==> src/sv/sfc_pkg.sv <==
// shared types, constants and the crc-8 byte update for the status frame checker
`default_nettype none

package sfc_pkg;

    // frame layout
    localparam int          FRAME_BYTES   = 9;
    localparam int          IDX_W         = 4;
    localparam logic [3:0]  POS_START     = 4'd0;
    localparam logic [3:0]  POS_COMMAND   = 4'd1;
    localparam logic [3:0]  POS_NETWORK   = 4'd2;
    localparam logic [3:0]  POS_AUX       = 4'd3;
    localparam logic [3:0]  POS_PAYLOAD   = 4'd4;
    localparam logic [3:0]  POS_CRC       = 4'd8;
    localparam logic [3:0]  POS_FULL      = 4'd9;

    // crc-8, msb first
    localparam logic [7:0]  CRC_POLY      = 8'h07;
    localparam logic [7:0]  CRC_INIT      = 8'h00;

    // command byte split
    localparam int          CODE_BITS_DEF = 4;

    // register bus
    localparam int          APB_ADDR_W    = 5;
    localparam int          APB_DATA_W    = 32;
    localparam int          REG_IDX_W     = 3;

    // register indexes
    localparam logic [2:0]  REG_START_VALUE      = 3'd0;
    localparam logic [2:0]  REG_NETWORK_ID       = 3'd1;
    localparam logic [2:0]  REG_PROTOCOL_VERSION = 3'd2;
    localparam logic [2:0]  REG_PING_CODE        = 3'd3;
    localparam logic [2:0]  REG_STATE_ALL_CODE   = 3'd4;
    localparam logic [2:0]  REG_TELEMETRY_CODE   = 3'd5;

    // register reset values
    localparam logic [3:0]  PING_CODE_RST      = 4'd0;
    localparam logic [3:0]  STATE_ALL_CODE_RST = 4'd1;
    localparam logic [3:0]  TELEMETRY_CODE_RST = 4'd2;

    // configuration handed to the frame core
    typedef struct packed {
        logic [7:0] start_value;
        logic [7:0] network_id;
        logic [3:0] protocol_version;
        logic [3:0] ping_code;
        logic [3:0] state_all_code;
        logic [3:0] telemetry_code;
    } sfc_cfg_t;

    // one byte through the crc-8 register, bit by bit
    function automatic logic [7:0] crc8_byte(input logic [7:0] crc, input logic [7:0] data);
        logic [7:0] c;
        c = crc ^ data;
        for (int b = 0; b < 8; b++)
        begin
            if (c[7])
                c = {c[6:0], 1'b0} ^ CRC_POLY;
            else
                c = {c[6:0], 1'b0};
        end
        return c;
    endfunction

endpackage

`default_nettype wire

==> src/sv/sfc_if.sv <==
// valid/ready channels for received bytes and frame results
`default_nettype none

interface sfc_in_if;
    logic       valid;
    logic       ready;
    logic [7:0] rx_byte;
    logic       buffer_end;

    modport source (output valid, output rx_byte, output buffer_end, input ready);
    modport sink   (input valid, input rx_byte, input buffer_end, output ready);
endinterface

interface sfc_out_if;
    logic        valid;
    logic        ready;
    logic        frame_ok;
    logic [3:0]  command_code;
    logic [7:0]  aux_value;
    logic [31:0] payload_word;

    modport source (output valid, output frame_ok, output command_code,
                    output aux_value, output payload_word, input ready);
    modport sink   (input valid, input frame_ok, input command_code,
                    input aux_value, input payload_word, output ready);
endinterface

`default_nettype wire

==> src/sv/sfc_cfg_regs.sv <==
// register bank behind the apb-style configuration port
`default_nettype none

module sfc_cfg_regs
(
    input  wire logic                           clk,
    input  wire logic                           rst_n,
    input  wire logic                           psel,
    input  wire logic                           penable,
    input  wire logic                           pwrite,
    input  wire logic [sfc_pkg::APB_ADDR_W-1:0] paddr,
    input  wire logic [sfc_pkg::APB_DATA_W-1:0] pwdata,
    output logic      [sfc_pkg::APB_DATA_W-1:0] prdata,
    output logic                                pready,
    output sfc_pkg::sfc_cfg_t                   cfg
);

    sfc_pkg::sfc_cfg_t cfg_reg;
    logic [sfc_pkg::REG_IDX_W-1:0] reg_idx;
    logic wr_en;

    assign pready  = 1'b1;
    assign reg_idx = paddr[sfc_pkg::APB_ADDR_W-1:2];
    assign wr_en   = psel && penable && pwrite;
    assign cfg     = cfg_reg;

    // register writes
    always_ff @(posedge clk or negedge rst_n)
    begin
        if (!rst_n)
        begin
            cfg_reg.start_value      <= '0;
            cfg_reg.network_id       <= '0;
            cfg_reg.protocol_version <= '0;
            cfg_reg.ping_code        <= sfc_pkg::PING_CODE_RST;
            cfg_reg.state_all_code   <= sfc_pkg::STATE_ALL_CODE_RST;
            cfg_reg.telemetry_code   <= sfc_pkg::TELEMETRY_CODE_RST;
        end
        else if (wr_en)
        begin
            unique case (reg_idx)
                sfc_pkg::REG_START_VALUE:      cfg_reg.start_value      <= pwdata[7:0];
                sfc_pkg::REG_NETWORK_ID:       cfg_reg.network_id       <= pwdata[7:0];
                sfc_pkg::REG_PROTOCOL_VERSION: cfg_reg.protocol_version <= pwdata[3:0];
                sfc_pkg::REG_PING_CODE:        cfg_reg.ping_code        <= pwdata[3:0];
                sfc_pkg::REG_STATE_ALL_CODE:   cfg_reg.state_all_code   <= pwdata[3:0];
                sfc_pkg::REG_TELEMETRY_CODE:   cfg_reg.telemetry_code   <= pwdata[3:0];
                default: ;
            endcase
        end
    end

    // read-back mux
    always_comb
    begin
        unique case (reg_idx)
            sfc_pkg::REG_START_VALUE:      prdata = {24'd0, cfg_reg.start_value};
            sfc_pkg::REG_NETWORK_ID:       prdata = {24'd0, cfg_reg.network_id};
            sfc_pkg::REG_PROTOCOL_VERSION: prdata = {28'd0, cfg_reg.protocol_version};
            sfc_pkg::REG_PING_CODE:        prdata = {28'd0, cfg_reg.ping_code};
            sfc_pkg::REG_STATE_ALL_CODE:   prdata = {28'd0, cfg_reg.state_all_code};
            sfc_pkg::REG_TELEMETRY_CODE:   prdata = {28'd0, cfg_reg.telemetry_code};
            default:                       prdata = '0;
        endcase
    end

endmodule

`default_nettype wire

==> src/sv/sfc_frame_core.sv <==
// input register, per-buffer frame state with crc-8 update, and result register
`default_nettype none

module sfc_frame_core
#(
    parameter int CODE_BITS = sfc_pkg::CODE_BITS_DEF
)
(
    input  wire logic         clk,
    input  wire logic         rst_n,
    input  wire sfc_pkg::sfc_cfg_t cfg,
    sfc_in_if.sink            in_ch,
    sfc_out_if.source         out_ch
);

    localparam logic [7:0] CODE_MASK = 8'((16'd1 << CODE_BITS) - 16'd1);

    // input stage
    logic       s1_valid_reg;
    logic [7:0] s1_byte_reg;
    logic       s1_end_reg;
    logic       advance;

    // per-buffer state
    logic [sfc_pkg::IDX_W-1:0] byte_index_reg, byte_index_next;
    logic [7:0]  crc_running_reg, crc_running_next;
    logic        start_bad_reg, start_bad_next;
    logic        check_fail_reg, check_fail_next;
    logic [15:0] header_store_reg, header_store_next;
    logic [31:0] payload_store_reg, payload_store_next;

    // result stage
    logic        out_valid_reg;
    logic        frame_ok_reg;
    logic [3:0]  command_code_reg;
    logic [7:0]  aux_value_reg;
    logic [31:0] payload_word_reg;

    logic [7:0] cmd;
    logic [7:0] code;
    logic [7:0] ver;
    logic       code_hit;
    logic       ok;

    assign advance     = s1_valid_reg && (!out_valid_reg || out_ch.ready);
    assign in_ch.ready = !s1_valid_reg || advance;

    // input register
    always_ff @(posedge clk or negedge rst_n)
    begin
        if (!rst_n)
            s1_valid_reg <= 1'b0;
        else if (in_ch.ready)
            s1_valid_reg <= in_ch.valid;
    end

    always_ff @(posedge clk)
    begin
        if (in_ch.ready && in_ch.valid)
        begin
            s1_byte_reg <= in_ch.rx_byte;
            s1_end_reg  <= in_ch.buffer_end;
        end
    end

    // byte update by position in the frame
    always_comb
    begin
        byte_index_next    = byte_index_reg;
        crc_running_next   = crc_running_reg;
        start_bad_next     = start_bad_reg;
        check_fail_next    = check_fail_reg;
        header_store_next  = header_store_reg;
        payload_store_next = payload_store_reg;
        if (byte_index_reg < sfc_pkg::POS_FULL)
        begin
            byte_index_next = byte_index_reg + 4'd1;
            if (byte_index_reg < sfc_pkg::POS_CRC)
                crc_running_next = sfc_pkg::crc8_byte(crc_running_reg, s1_byte_reg);
            if (byte_index_reg == sfc_pkg::POS_START)
                start_bad_next = (s1_byte_reg != cfg.start_value);
            else if (byte_index_reg == sfc_pkg::POS_COMMAND)
                header_store_next[7:0] = s1_byte_reg;
            else if (byte_index_reg == sfc_pkg::POS_NETWORK)
            begin
                if (s1_byte_reg != cfg.network_id)
                    check_fail_next = 1'b1;
            end
            else if (byte_index_reg == sfc_pkg::POS_AUX)
                header_store_next[15:8] = s1_byte_reg;
            else if (byte_index_reg < sfc_pkg::POS_CRC)
            begin
                case (byte_index_reg[1:0])
                    2'd0:    payload_store_next[7:0]   = s1_byte_reg;
                    2'd1:    payload_store_next[15:8]  = s1_byte_reg;
                    2'd2:    payload_store_next[23:16] = s1_byte_reg;
                    default: payload_store_next[31:24] = s1_byte_reg;
                endcase
            end
            else
            begin
                if (s1_byte_reg != crc_running_reg)
                    check_fail_next = 1'b1;
            end
        end
    end

    // frame verdict from the updated state
    always_comb
    begin
        cmd      = header_store_next[7:0];
        code     = cmd & CODE_MASK;
        ver      = cmd >> CODE_BITS;
        code_hit = (code == {4'd0, cfg.ping_code})
                || (code == {4'd0, cfg.state_all_code})
                || (code == {4'd0, cfg.telemetry_code});
        ok       = (byte_index_next == sfc_pkg::POS_FULL) && !start_bad_next
                && !check_fail_next && (ver == {4'd0, cfg.protocol_version}) && code_hit;
    end

    // per-buffer state, cleared after the last byte of a buffer
    always_ff @(posedge clk or negedge rst_n)
    begin
        if (!rst_n)
        begin
            byte_index_reg  <= '0;
            crc_running_reg <= sfc_pkg::CRC_INIT;
            start_bad_reg   <= 1'b0;
            check_fail_reg  <= 1'b0;
        end
        else if (advance)
        begin
            if (s1_end_reg)
            begin
                byte_index_reg  <= '0;
                crc_running_reg <= sfc_pkg::CRC_INIT;
                start_bad_reg   <= 1'b0;
                check_fail_reg  <= 1'b0;
            end
            else
            begin
                byte_index_reg  <= byte_index_next;
                crc_running_reg <= crc_running_next;
                start_bad_reg   <= start_bad_next;
                check_fail_reg  <= check_fail_next;
            end
        end
    end

    // captured fields, only read once all nine bytes are in
    always_ff @(posedge clk)
    begin
        if (advance)
        begin
            header_store_reg  <= header_store_next;
            payload_store_reg <= payload_store_next;
        end
    end

    // result register
    always_ff @(posedge clk or negedge rst_n)
    begin
        if (!rst_n)
            out_valid_reg <= 1'b0;
        else if (advance && s1_end_reg)
            out_valid_reg <= 1'b1;
        else if (out_ch.ready)
            out_valid_reg <= 1'b0;
    end

    always_ff @(posedge clk)
    begin
        if (advance && s1_end_reg)
        begin
            frame_ok_reg     <= ok;
            command_code_reg <= ok ? code[3:0] : 4'd0;
            aux_value_reg    <= ok ? header_store_next[15:8] : 8'd0;
            payload_word_reg <= ok ? payload_store_next : 32'd0;
        end
    end

    assign out_ch.valid        = out_valid_reg;
    assign out_ch.frame_ok     = frame_ok_reg;
    assign out_ch.command_code = command_code_reg;
    assign out_ch.aux_value    = aux_value_reg;
    assign out_ch.payload_word = payload_word_reg;

endmodule

`default_nettype wire

==> src/sv/status_frame_checker_crc8.sv <==
// top level of the status frame checker
//
// Takes one received byte per cycle while no held result stalls the input, and
// checks a nine-byte status frame: start byte, command byte (version in the upper
// bits, code in the lower CODE_BITS bits), network id, aux byte, four payload bytes
// and a CRC-8 (poly 0x07, init 0, msb first) over the first eight bytes. One result
// item comes out for each byte marked buffer_end; bytes past the ninth are ignored.
// An accepted byte passes the input register, the combinational byte update (unrolled
// crc-8 and field capture) and the result register. Rejected frames report zero in
// every result field. The user must write configuration through the apb-style port
// only while the block is idle; the block itself does not enforce this.
`default_nettype none

module status_frame_checker_crc8
#(
    parameter int CODE_BITS = sfc_pkg::CODE_BITS_DEF
)
(
    input  wire logic                           clk,
    input  wire logic                           rst_n,
    sfc_in_if.sink                              in_ch,
    sfc_out_if.source                           out_ch,
    input  wire logic                           psel,
    input  wire logic                           penable,
    input  wire logic                           pwrite,
    input  wire logic [sfc_pkg::APB_ADDR_W-1:0] paddr,
    input  wire logic [sfc_pkg::APB_DATA_W-1:0] pwdata,
    output logic      [sfc_pkg::APB_DATA_W-1:0] prdata,
    output logic                                pready
);

    sfc_pkg::sfc_cfg_t cfg;

    // configuration registers
    sfc_cfg_regs u_cfg_regs
    (
        .clk     (clk),
        .rst_n   (rst_n),
        .psel    (psel),
        .penable (penable),
        .pwrite  (pwrite),
        .paddr   (paddr),
        .pwdata  (pwdata),
        .prdata  (prdata),
        .pready  (pready),
        .cfg     (cfg)
    );

    // frame datapath
    sfc_frame_core
    #(
        .CODE_BITS (CODE_BITS)
    )
    u_frame_core
    (
        .clk    (clk),
        .rst_n  (rst_n),
        .cfg    (cfg),
        .in_ch  (in_ch),
        .out_ch (out_ch)
    );

endmodule

`default_nettype wire

==> src/flat_wrapper.sv <==
// flat-port wrapper written by rule: the top's interface ports become plain ports
module status_frame_checker_crc8_flat 
#(
    parameter int CODE_BITS = sfc_pkg::CODE_BITS_DEF
)
  (clk, rst_n, psel, penable, pwrite, paddr, pwdata, prdata, pready, in_ch_valid, in_ch_rx_byte, in_ch_buffer_end, in_ch_ready, out_ch_valid, out_ch_frame_ok, out_ch_command_code, out_ch_aux_value, out_ch_payload_word, out_ch_ready);
  sfc_in_if in_ch_i ();
  sfc_out_if out_ch_i ();
  input  wire logic clk;
  input  wire logic rst_n;
  input  wire logic psel;
  input  wire logic penable;
  input  wire logic pwrite;
  input  wire logic [sfc_pkg::APB_ADDR_W-1:0] paddr;
  input  wire logic [sfc_pkg::APB_DATA_W-1:0] pwdata;
  output logic      [sfc_pkg::APB_DATA_W-1:0] prdata;
  output logic pready;
  input wire logic [$bits(in_ch_i.valid)-1:0] in_ch_valid;
  input wire logic [$bits(in_ch_i.rx_byte)-1:0] in_ch_rx_byte;
  input wire logic [$bits(in_ch_i.buffer_end)-1:0] in_ch_buffer_end;
  output wire logic [$bits(in_ch_i.ready)-1:0] in_ch_ready;
  output wire logic [$bits(out_ch_i.valid)-1:0] out_ch_valid;
  output wire logic [$bits(out_ch_i.frame_ok)-1:0] out_ch_frame_ok;
  output wire logic [$bits(out_ch_i.command_code)-1:0] out_ch_command_code;
  output wire logic [$bits(out_ch_i.aux_value)-1:0] out_ch_aux_value;
  output wire logic [$bits(out_ch_i.payload_word)-1:0] out_ch_payload_word;
  input wire logic [$bits(out_ch_i.ready)-1:0] out_ch_ready;
  assign in_ch_i.valid = in_ch_valid;
  assign in_ch_i.rx_byte = in_ch_rx_byte;
  assign in_ch_i.buffer_end = in_ch_buffer_end;
  assign in_ch_ready = in_ch_i.ready;
  assign out_ch_valid = out_ch_i.valid;
  assign out_ch_frame_ok = out_ch_i.frame_ok;
  assign out_ch_command_code = out_ch_i.command_code;
  assign out_ch_aux_value = out_ch_i.aux_value;
  assign out_ch_payload_word = out_ch_i.payload_word;
  assign out_ch_i.ready = out_ch_ready;
  status_frame_checker_crc8 #(.CODE_BITS(CODE_BITS)) u_core (.clk(clk), .rst_n(rst_n), .in_ch(in_ch_i), .out_ch(out_ch_i), .psel(psel), .penable(penable), .pwrite(pwrite), .paddr(paddr), .pwdata(pwdata), .prdata(prdata), .pready(pready));
endmodule
==> config.mk <==
export PLATFORM = sky130hd
export DESIGN_NAME = status_frame_checker_crc8_flat
export DESIGN_NICKNAME = d
export VERILOG_FILES = /design/src/sv/sfc_pkg.sv /design/src/sv/sfc_if.sv /design/src/sv/sfc_cfg_regs.sv /design/src/sv/sfc_frame_core.sv /design/src/sv/status_frame_checker_crc8.sv /design/src/flat_wrapper.sv
export SDC_FILE = /design/constraint.sdc
export NUM_CORES = 1
export LEC_CHECK = 0
export BUFFER_PORTS_ARGS = -buffer_cell sky130_fd_sc_hd__buf_4
export CORE_ASPECT_RATIO = 1.1
export CORE_MARGIN = 4
export CORE_UTILIZATION = 40
export CTS_BUF_LIST = sky130_fd_sc_hd__clkbuf_2
export DETAILED_ROUTE_END_ITERATION = 10
export SYNTH_ARGS = -nofsm -noshare
export SYNTH_HDL_FRONTEND = slang
export SYNTH_SLANG_ARGS = --single-unit
==> constraint.sdc <==
create_clock -name clk -period 7.2 [get_ports clk]
set_clock_uncertainty 0.2 [all_clocks]
set_input_delay 0 -clock clk [delete_from_list [all_inputs] [get_ports clk]]
set_output_delay 0 -clock clk [all_outputs]
set_load 0.03 [all_outputs]
# --- After elaboration in Yosys (flattened, before gate mapping) ---
# Cells that the tools add are included.
# Widths: inputs -> output; s select.
word_totals:
  reg_bits: 150
  inputBits: 53
  out_inout_bits: 80
  elab_cells: 139
classes:
  add_sub_neg: 1
  n_lt_le_gt_ge: 2
  eq_ne: 18
  mux: 58
  n_bitwise: 9
  n_reduce_logical: 31
op_table:
  columns: ["op", "count"]
  rows:
  - ["$mux 8", 25]
  - ["$mux 32", 6]
  - ["$pmux 8 s6", 1]
  - ["$mux 16", 2]
  - ["$mux 3", 8]
  - ["$ne 8x8->1", 3]
  - ["$not 3->3", 8]
  - ["$eq 4x4->1", 4]
  - ["$mux 1", 14]
  - ["$reduce_and 2->1", 6]
  - ["$logic_and 1x1->1", 9]
  - ["$eq 4x2->1 const B", 2]
  - ["$lt 4x4->1 const B", 2]
  - ["$mux 4", 2]
  - ["$xor 8x8->8", 1]
  - ["$eq 3x2->1 const B", 2]
  - ["$eq 3x3->1 const B", 2]
  - ["$reduce_bool 2->1", 3]
  - ["$add 4x1->4 const B", 1]
  - ["$eq 4x1->1 const B", 1]
  - ["$eq 4x4->1 const B", 1]
  - ["$logic_not 1->1", 4]
  - ["$logic_not 4->1", 1]
  - ["$logic_or 1x1->1", 4]
  - ["7 further kinds", 7]

# --- Logic depth before layout (Yosys ltp) ---
# Gate-level depths: netlist of the first run.
depth:
  ltp_word: 34
  mapped_depth: 11
  depth_no_buf: 7

# --- Hierarchy ---
# A second synthesis of the first run with hierarchy kept.
hier_totals:
  cells_unflattened: 612
  area_unflattened_um2: 8169.1
modules_own_cells:
  columns: ["mod", "instances", "cells_each", "area_each_um2", "seq_area_each_um2"]
  rows:
  - ["sfc_frame_core", 1, 477, 6427.4, 3463.3]
  - ["sfc_cfg_regs", 1, 135, 1741.7, 803.3]

# --- Worst setup path before layout of the first run ---
# Ideal clock, no wire load.
synth_timing:
  kind: "reg-to-reg"
  start: "register u_core.u_frame_core.out_valid_reg (netlist: u_core.u_frame_core.out_ch.valid)"
  end: "register u_core.u_frame_core.aux_value_reg[0] (netlist: u_core.u_frame_core.out_ch.aux_value[0]) (enable)"
  setup_time_ps: 400
  t_arrival_ps: 3000
  t_required_ps: 6600
  setup_slack_ps: 3600
  stages_incl_launch_ff: 7
  path_buffers: 1
  period_less_slack_ps: 3600
  path_cell_list: "dfrtp_1 > nand2b_1 > nand2_1 > clkbuf_1 > inv_1 > nand2_1 > inv_1"
synth_via:
  elab_chain_len: 4
synth_rtl:
  columns: ["element", "line_no", "source"]
  rows:
  - ["start, declared", "sfc_frame_core.sv:33", "logic out_valid_reg;"]
  - ["start signal, assigned", "sfc_frame_core.sv:164", "out_valid_reg <= 1'b0;"]
  - ["start signal, assigned", "sfc_frame_core.sv:166", "out_valid_reg <= 1'b1;"]
  - ["start signal, assigned", "sfc_frame_core.sv:168", "out_valid_reg <= 1'b0;"]
  - ["$logic_not 1->1", "sfc_frame_core.sv:45", "assign advance = s1_valid_reg && (!out_valid_reg || out_ch.ready);"]
  - ["$logic_or 1x1->1", "sfc_frame_core.sv:45", null]
  - ["$logic_and 1x1->1", "sfc_frame_core.sv:45", null]
  - ["net u_core.u_frame_core.advance", "sfc_frame_core.sv:22", "logic advance;"]
  - ["$logic_and 1x1->1", "sfc_frame_core.sv:173", "if (advance && s1_end_reg)"]
  - ["end signal, assigned", "sfc_frame_core.sv:177", "aux_value_reg <= ok ? header_store_next[15:8] : 8'd0;"]
  - ["end, declared", "sfc_frame_core.sv:36", "logic [7:0] aux_value_reg;"]
# The timed path passes the listed nets, and every way through them passes these cells.
# A chain may end at the register's enable or synchronous reset.

# --- Worst setup path after layout of the first run ---
layout_timing:
  start: "register u_core.u_frame_core.byte_index_reg[0] (netlist name)"
  end: "register u_core.u_frame_core.payload_word_reg[26] (netlist: u_core.u_frame_core.out_ch.payload_word[26]) (data pin)"
layout_via:
  elab_chain_len: 11
  elab_cells_between_ends: 43
  classes_between: "add/sub (1); order compare (2); eq/ne (10); mux (19); reduce/logical (11)"
layout_rtl:
  columns: ["element", "line_no", "source"]
  rows:
  - ["start, declared", "sfc_frame_core.sv:25", "logic [sfc_pkg::IDX_W-1:0] byte_index_reg, byte_index_next;"]
  - ["start signal, assigned", "sfc_frame_core.sv:142", "byte_index_reg <= byte_index_next;"]
  - ["$lt 4x4->1", "sfc_frame_core.sv:91", "else if (byte_index_reg < sfc_pkg::POS_CRC)"]
  - ["$mux 1", "sfc_frame_core.sv:91", null]
  - ["$mux 1", "sfc_frame_core.sv:89", "else if (byte_index_reg == sfc_pkg::POS_AUX)"]
  - ["$mux 1", "sfc_frame_core.sv:84", "else if (byte_index_reg == sfc_pkg::POS_NETWORK)"]
  - ["$mux 1", "sfc_frame_core.sv:82", "else if (byte_index_reg == sfc_pkg::POS_COMMAND)"]
  - ["$mux 1", "sfc_frame_core.sv:80", "if (byte_index_reg == sfc_pkg::POS_START)"]
  - ["$mux 1", "sfc_frame_core.sv:75", "if (byte_index_reg < sfc_pkg::POS_FULL)"]
  - ["$logic_not 1->1", "sfc_frame_core.sv:118", "&& !check_fail_next && (ver == {4'd0, cfg.protocol_version}) && code_hit;"]
  - ["$logic_and 1x1->1 (3 in series)", "sfc_frame_core.sv:118", null]
  - ["end signal, assigned", "sfc_frame_core.sv:178", "payload_word_reg <= ok ? payload_store_next : 32'd0;"]
  - ["end, declared", "sfc_frame_core.sv:37", "logic [31:0] payload_word_reg;"]
# Several ways; a longest one is shown, not always the timed one.

==> results.sh, run 1 <==
export IMPL_postSynth_topFlopCell="sky130_fd_sc_hd__edfxtp_1"
export IMPL_top_level_ports=133
export IMPL_sequential_cell_area_um2=4270
export IMPL_rows=54
export IMPL_start_kind="register"
export IMPL_buffer_ports_inserted=81
export IMPL_critPathRequiredTime_ns=7.46
export IMPL_fin_tns_setup_ns=0
export IMPL_placedCellCount=938
export IMPL_htree_levels=4
export IMPL_max_slew_margin_rel_pct=14.4
export IMPL_number_of_global_route_vias_before_repair=5266
export IMPL_fp_dieW_um=143
export IMPL_postSynthCellCount=645
export IMPL_post_synth_main_area_contributors="sky130_fd_sc_hd__edfxtp_1 (38%), sky130_fd_sc_hd__dfrtp_1 (14%), sky130_fd_sc_hd__a2111oi_2 (7.3%)"
export IMPL_post_cts_resized=0
export IMPL_last_element_of_the_critical_path="u_core.u_frame_core.out_ch.payload_word[26]$_SDFFCE_PN0P_"
export IMPL_final_ws_setup_ns=3.03
export IMPL_finalPower_uw=2480
export IMPL_global_route_overflow_total=0
export IMPL_critPathKind="reg -> reg"
export IMPL_initial_core_util_pct=40.5
export IMPL_drv_cap=0
export IMPL_synth_area_per_cell_um2=12.4
export IMPL_fillers=1792
export IMPL_mappedNetlistArea_um2=8010
export IMPL_dpl_worst_slack_ns=3.10
export IMPL_critical_path_endpoint_type="register"
export IMPL_layout_commonest_cell="sky130_fd_sc_hd__edfxtp_1"
export IMPL_asyncSetResetFlopFracSynth_pct=32.0
export IMPL_ys_warnings_count=0
export IMPL_synth_edf_count=102
export IMPL_clock_fmax_mhz=240
export IMPL_detailed_place_hpwl_mm=11.5
export IMPL_wire_length_of_the_first_global_routing_pass_mm=28.8
export IMPL_clk_root_buffer_cell="sky130_fd_sc_hd__clkbuf_2"
export IMPL_ys_seq_area_share_pct=53.2
export IMPL_worst_max_slew_pin_slew_ns=1.27
export IMPL_arrival_time_worst_endpoint_ns=4.43
export IMPL_regToRegSetupSlack_ns=3.03
export IMPL_finalSetupViolCount=0
export IMPL_fin_cells=1029
export IMPL_coreArea_um2=19800
export IMPL_post_cts_setup_buffer_count=0
export IMPL_vias=5362
export IMPL_synth_top_cell_by_area="sky130_fd_sc_hd__edfxtp_1"
export IMPL_power_density_cell_area_nw_per_um2=261
export IMPL_r2r_start="u_core.u_frame_core.byte_index_reg[0]$_DFFE_PN0P_"
export IMPL_number_of_antenna_violating_nets_in_the_routed_design=0
export IMPL_worstRegToRegCells=8
export IMPL_worstSetupStartpoint="u_core.u_frame_core.byte_index_reg[0]$_DFFE_PN0P_"
export IMPL_die_y_um=156
export IMPL_path_clk_slew_ns=0.21
export IMPL_rsz0062_at_grt="no"
export IMPL_clock_sink_count=150
export IMPL_final_layout_size_suffix_gt1_share_pct=25.3
export IMPL_timing_final_max_slew_violations=0
export IMPL_layout_cells_most_common_list="sky130_fd_sc_hd__edfxtp_1 (102), sky130_fd_sc_hd__buf_4 (87), sky130_fd_sc_hd__dlygate4sd3_1 (58)"
export IMPL_holdBufCountCts=59
export IMPL_drtPass1Iterations=5
export IMPL_cts_tree="yes"
export IMPL_ir_drop_v=0.000177
export IMPL_leakage_uw=0.00388
export IMPL_detailedRoute_firstIterationViolations=416
export IMPL_post_route_min_period_ns=4.17
export IMPL_antenna_violations_before_repair=0
export IMPL_routed_wire_length_per_instance_um=17.3
export IMPL_global_route_usage_total_pct=16.3
export IMPL_min_delay_path_class="in -> async"
export IMPL_critical_path_reg2reg_endpoint="u_core.u_frame_core.out_ch.payload_word[26]$_SDFFCE_PN0P_"
export IMPL_clock_insertion_delay_worst_skew_ns=0.70
export IMPL_status="finished, final reports clean"
export IMPL_timing_hold_violations_final=0
export IMPL_ctsLongestPathBuffers=2
export IMPL_synth_cell_types=60
export IMPL_place_gp_congestion=0.834
export IMPL_yosys_area_top_type_share_pct=38.2
export IMPL_multi_input_gate_area_um2=3210
export IMPL_synth_seq_cells=150
export IMPL_critical_path_peak_fanout=45
export IMPL_maximum_number_of_pins_on_one_net_before_global_route_repair=51
export IMPL_final_min_period_over_clock_period_pct=58.0
export IMPL_finalWirelength_mm=17.8
export IMPL_detail_route_vias_per_cell=5.21
export IMPL_syn_to_final_growth_pct=18.4
export IMPL_layout_nets=825
export IMPL_post_route_drc=0
export IMPL_cts_inserted_buffers=17
export IMPL_die_area_um2=22400
[cell type report]
class                   count  share of cell area, %
multi-input cells         390                   33.8
flip-flops and latches    150                   45.0
inverters                  59                   2.33
clock buffers              17                  0.896
well taps                 252                   3.32
diodes                      1                 0.0264
clock inverters            14                   1.40
repair buffers            146                   13.3
[worst min-delay path by stage]
stage	startpoint	end	slack, ns	depth (start not counted)
after global placement	rst_n	u_core.u_cfg_regs.cfg[27]$_DFFE_PN0P_	-0.14	1
final	rst_n	u_core.u_cfg_regs.cfg[29]$_DFFE_PN0P_	0.1	4
after detailed placement	rst_n	u_core.u_cfg_regs.cfg[25]$_DFFE_PN0P_	-0.14	1
after floorplan	rst_n	u_core.u_cfg_regs.cfg[0]$_DFFE_PN0P_	-0.50	0
after CTS	rst_n	u_core.u_cfg_regs.cfg[25]$_DFFE_PN0P_	0.05	4
after global routing	rst_n	u_core.u_cfg_regs.cfg[27]$_DFFE_PN0P_	0.06	4
[routing by layer]
layer	GRT usage [%]	share of wire (%)
met1	23.2	46
met2	25.1	46
met3	3.39	5.5
met4	5.30	1.7
met5	0	0
[report_power, final]
| group | switching (uW) | leakage (uW) | internal, uW |
|---|---|---|---|
| sequential | 112 | 0.00160 | 1060 |
| combinational | 514 | 0.00215 | 336 |
| clock | 301 | 0.000135 | 155 |
| total | 927 | 0.00388 | 1550 |
[cell families (layout without fill, tap and decap cells)]
logic type | Yosys count | in the layout | synth area share [%]
XOR/XNOR | 50 | 50 | 6.01
buffers and inverters | 128 | 236 | 8.07
AO/OA/AOI/OAI | 117 | 117 | 14.1
other | 2 | 26 | 0.0937
multiplexers | 78 | 78 | 10.4
AND/OR/NAND/NOR | 112 | 112 | 6.85
adder cells (fa/ha/maj) | 8 | 8 | 1.25
flip-flops | 150 | 150 | 53.2
[synthesized netlist by cell type, types with 6 or more instances]
| cell type | instances |
|---|---|
| sky130_fd_sc_hd__inv_1 | 59 |
| sky130_fd_sc_hd__nor2_1 | 28 |
| sky130_fd_sc_hd__a2111oi_2 | 39 |
| sky130_fd_sc_hd__o21ai_0 | 17 |
| sky130_fd_sc_hd__edfxtp_1 | 102 |
| sky130_fd_sc_hd__xnor2_1 | 40 |
| sky130_fd_sc_hd__nand2_1 | 35 |
| sky130_fd_sc_hd__mux2i_1 | 43 |
| sky130_fd_sc_hd__clkbuf_1 | 25 |
| sky130_fd_sc_hd__xor2_1 | 7 |
| sky130_fd_sc_hd__nor2b_1 | 7 |
| sky130_fd_sc_hd__dfrtp_1 | 46 |
| sky130_fd_sc_hd__a21oi_1 | 18 |
| sky130_fd_sc_hd__a22oi_1 | 6 |
| sky130_fd_sc_hd__buf_6 | 7 |
| sky130_fd_sc_hd__buf_4 | 29 |
| sky130_fd_sc_hd__mux2_2 | 32 |
| sky130_fd_sc_hd__nor3_1 | 8 |
| sky130_fd_sc_hd__nand4_1 | 10 |
| sky130_fd_sc_hd__ha_1 | 8 |
[stage by stage]
step	util, %	hold WS [ns]	area [um^2]
floorplan	-	-0.496	8100
global placement	43.8	-0.143	8660
detailed placement	43.8	-0.137	8660
CTS	47.9	0.0459	9490
global route	47.9	0.0560	9490
finish	47.9	0.0979	9490
[critical path: stages, from the launching register on]
cell	delay, ns
sky130_fd_sc_hd__dfrtp_1	0.56
sky130_fd_sc_hd__inv_1	0.15
sky130_fd_sc_hd__ha_1	0.32
sky130_fd_sc_hd__nor4b_1	1.05
sky130_fd_sc_hd__nand4_1	0.25
sky130_fd_sc_hd__o221ai_1	0.35
sky130_fd_sc_hd__a32oi_4	0.07
sky130_fd_sc_hd__buf_4	0.34
sky130_fd_sc_hd__a2111oi_2	0.59
(Power assumes the default switching activity.)
==> inputs of run 2 (changes only) <==
- clock period: 7.2 -> 4.2 ns (I/O delays scaled with it)
==> results.sh, run 2 (synthesis results as in run 1) <==
export IMPL_finalPower_uw=4350
export IMPL_timing_final_max_slew_violations=0
export IMPL_clock_sink_count=150
export IMPL_path_clk_slew_ns=0.21
export IMPL_final_layout_size_suffix_gt1_share_pct=26.1
export IMPL_max_slew_margin_rel_pct=27.0
export IMPL_buffer_ports_inserted=81
export IMPL_top_level_ports=133
export IMPL_layout_nets=830
export IMPL_postLayoutCoreUtil_pct=48.4
export IMPL_critical_path_peak_fanout=45
export IMPL_ctsLongestPathBuffers=2
export IMPL_die_area_um2=22400
export IMPL_status="finished, final reports clean"
export IMPL_cp_buffers_inverters=2
export IMPL_finalWirelength_mm=18.1
export IMPL_global_route_usage_total_pct=16.7
export IMPL_crit_family="simple AND/OR/NAND/NOR gates"
export IMPL_cpMaxStageDelayCell="sky130_fd_sc_hd__or4b_2"
export IMPL_finalSetupViolCount=0
export IMPL_critPathKind="reg -> reg"
export IMPL_fin_tns_setup_ns=0
export IMPL_leakage_uw=0.00394
export IMPL_clk_root_buffer_cell="sky130_fd_sc_hd__clkbuf_2"
export IMPL_detailed_place_hpwl_mm=11.9
export IMPL_crit_path_cell_trace="inv_1 -> ha_1 -> or4b_4 -> mux2_4 -> xor2_1 -> or4b_2 -> buf_12 -> a2111oi_1"
export IMPL_ir_drop_v=0.000252
export IMPL_rows=54
export IMPL_number_of_antenna_violating_nets_in_the_routed_design=0
export IMPL_initial_core_util_pct=40.5
export IMPL_power_density_cell_area_nw_per_um2=454
export IMPL_global_route_overflow_total=0
export IMPL_layout_cells_most_common_list="sky130_fd_sc_hd__edfxtp_1 (102), sky130_fd_sc_hd__buf_4 (89), sky130_fd_sc_hd__dlygate4sd3_1 (59)"
export IMPL_timing_hold_violations_final=0
export IMPL_coreArea_um2=19800
export IMPL_cts_inserted_buffers=17
export IMPL_min_delay_path_class="in -> async"
export IMPL_routed_wire_length_per_instance_um=17.5
export IMPL_syn_to_final_growth_pct=19.7
export IMPL_drv_cap=0
export IMPL_post_route_min_period_ns=3.83
export IMPL_final_min_period_over_clock_period_pct=91.2
export IMPL_wire_length_of_the_first_global_routing_pass_mm=29.3
export IMPL_maximum_number_of_pins_on_one_net_before_global_route_repair=51
export IMPL_clock_insertion_delay_worst_skew_ns=0.73
export IMPL_worst_max_slew_pin_slew_ns=1.09
export IMPL_detailedRoute_firstIterationViolations=293
export IMPL_post_route_drc=0
export IMPL_htree_levels=4
export IMPL_final_ws_setup_ns=0.370
export IMPL_detail_route_vias_per_cell=5.32
export IMPL_start_kind="register"
export IMPL_clock_fmax_mhz=261
export IMPL_drtPass1Iterations=5
export IMPL_arrival_time_worst_endpoint_ns=4.13
export IMPL_place_gp_congestion=0.867
export IMPL_dpl_worst_slack_ns=0.402
export IMPL_post_cts_resized=0
export IMPL_fp_dieW_um=143
export IMPL_layout_commonest_cell="sky130_fd_sc_hd__edfxtp_1"
export IMPL_critPathRequiredTime_ns=4.50
export IMPL_critical_path_endpoint_type="register"
export IMPL_cts_tree="yes"
export IMPL_crit_path_max_incr_delay_ns=0.67
export IMPL_die_y_um=156
export IMPL_rsz0062_at_grt="no"
export IMPL_antenna_violations_before_repair=1
export IMPL_number_of_global_route_vias_before_repair=5414
export IMPL_vias=5502
## run 2: cell count changes in the layout (fill, tap and decap cells not counted), moves of 2 or more
cell,previous run,this run
sky130_fd_sc_hd__inv_6,3,1
sky130_fd_sc_hd__clkinv_4,1,3
sky130_fd_sc_hd__clkinv_1,5,2
sky130_fd_sc_hd__buf_12,0,2
sky130_fd_sc_hd__clkbuf_2,17,19
sky130_fd_sc_hd__buf_4,87,89
## run 2: worst paths after layout
| check | from | end | slack, ns | depth (start not counted) |
|---|---|---|---|---|
| hold reg to reg | u_core.u_frame_core.start_bad_reg$_DFFE_PN0P_ | u_core.u_frame_core.start_bad_reg$_DFFE_PN0P_ | 0.32 | 2 |
| setup reg to reg | u_core.u_frame_core.byte_index_reg[0]$_DFFE_PN0P_ | u_core.u_frame_core.out_ch.aux_value[7]$_SDFFCE_PN0P_ | 0.37 | 8 |
| min in group clk | in_ch_valid | u_core.u_frame_core.s1_end_reg$_DFFE_PP_ | 0.20 | 3 |
| hold / removal | rst_n | u_core.u_cfg_regs.cfg[26]$_DFFE_PN0P_ | 0.11 | 4 |
| setup / recovery | u_core.u_frame_core.byte_index_reg[0]$_DFFE_PN0P_ | u_core.u_frame_core.out_ch.aux_value[7]$_SDFFCE_PN0P_ | 0.37 | 8 |
| max in group asynchronous | rst_n | u_core.u_cfg_regs.cfg[1]$_DFFE_PN1P_ | 3.39 | 4 |
## run 2: layout make-up
type / count / area [um^2]
clock inverter: 13 / 156
multi-input combinational: 390 / 3210
timing repair buffer: 151 / 1330
fill: 1771 / 10200
clock buffer: 19 / 95.1
inverter: 59 / 221
sequential: 150 / 4270
tap: 252 / 315
antenna: 1 / 2.50
## run 2: through the flow
step | hold slack [ns] | area (um^2) | cells
global placement | -0.149 | 8720 | 942
global route | 0.0592 | 9590 | 1035
floorplan | -0.496 | 8100 | 668
CTS | 0.0241 | 9590 | 1034
finish | 0.109 | 9590 | 1035
detailed placement | -0.140 | 8720 | 942
## run 2: worst reg2reg max path: cells and delay by family (launching register included)
| kind | cells | cell delay [ns] |
|---|---|---|
| AND/OR/NAND/NOR | 2 | 1.32 |
| flip-flops | 1 | 0.53 |
| AO/OA/AOI/OAI | 1 | 0.40 |
| buffers and inverters | 2 | 0.37 |
| multiplexers | 1 | 0.35 |
| adder cells (fa/ha/maj) | 1 | 0.32 |
| XOR/XNOR | 1 | 0.14 |
## run 2: metal layers
layer	GRT usage (%)	wire length, um	share of wire (%)	up-vias
li1	-	-	-	2573
met1	22.2	8160	45	2714
met2	27.3	8570	47	184
met3	4.00	1070	5.9	31
met4	5.21	322	1.8	0
met5	0	0	0	-
## run 2: what timing repair did
| item | 4_1_cts | 5_1_grt |
|---|---|---|
| hold buffers | 60 | 0 |
| endpoints found under the hold margin | 111 | 0 |
| buffers inserted | 0 | 0 |
## run 2: where the power goes
| group | switching [uW] | leakage [uW] | internal [uW] |
|---|---|---|---|
| Combinational | 888 | 0.00219 | 593 |
| Clock | 522 | 0.000156 | 335 |
| Sequential | 187 | 0.00160 | 1820 |
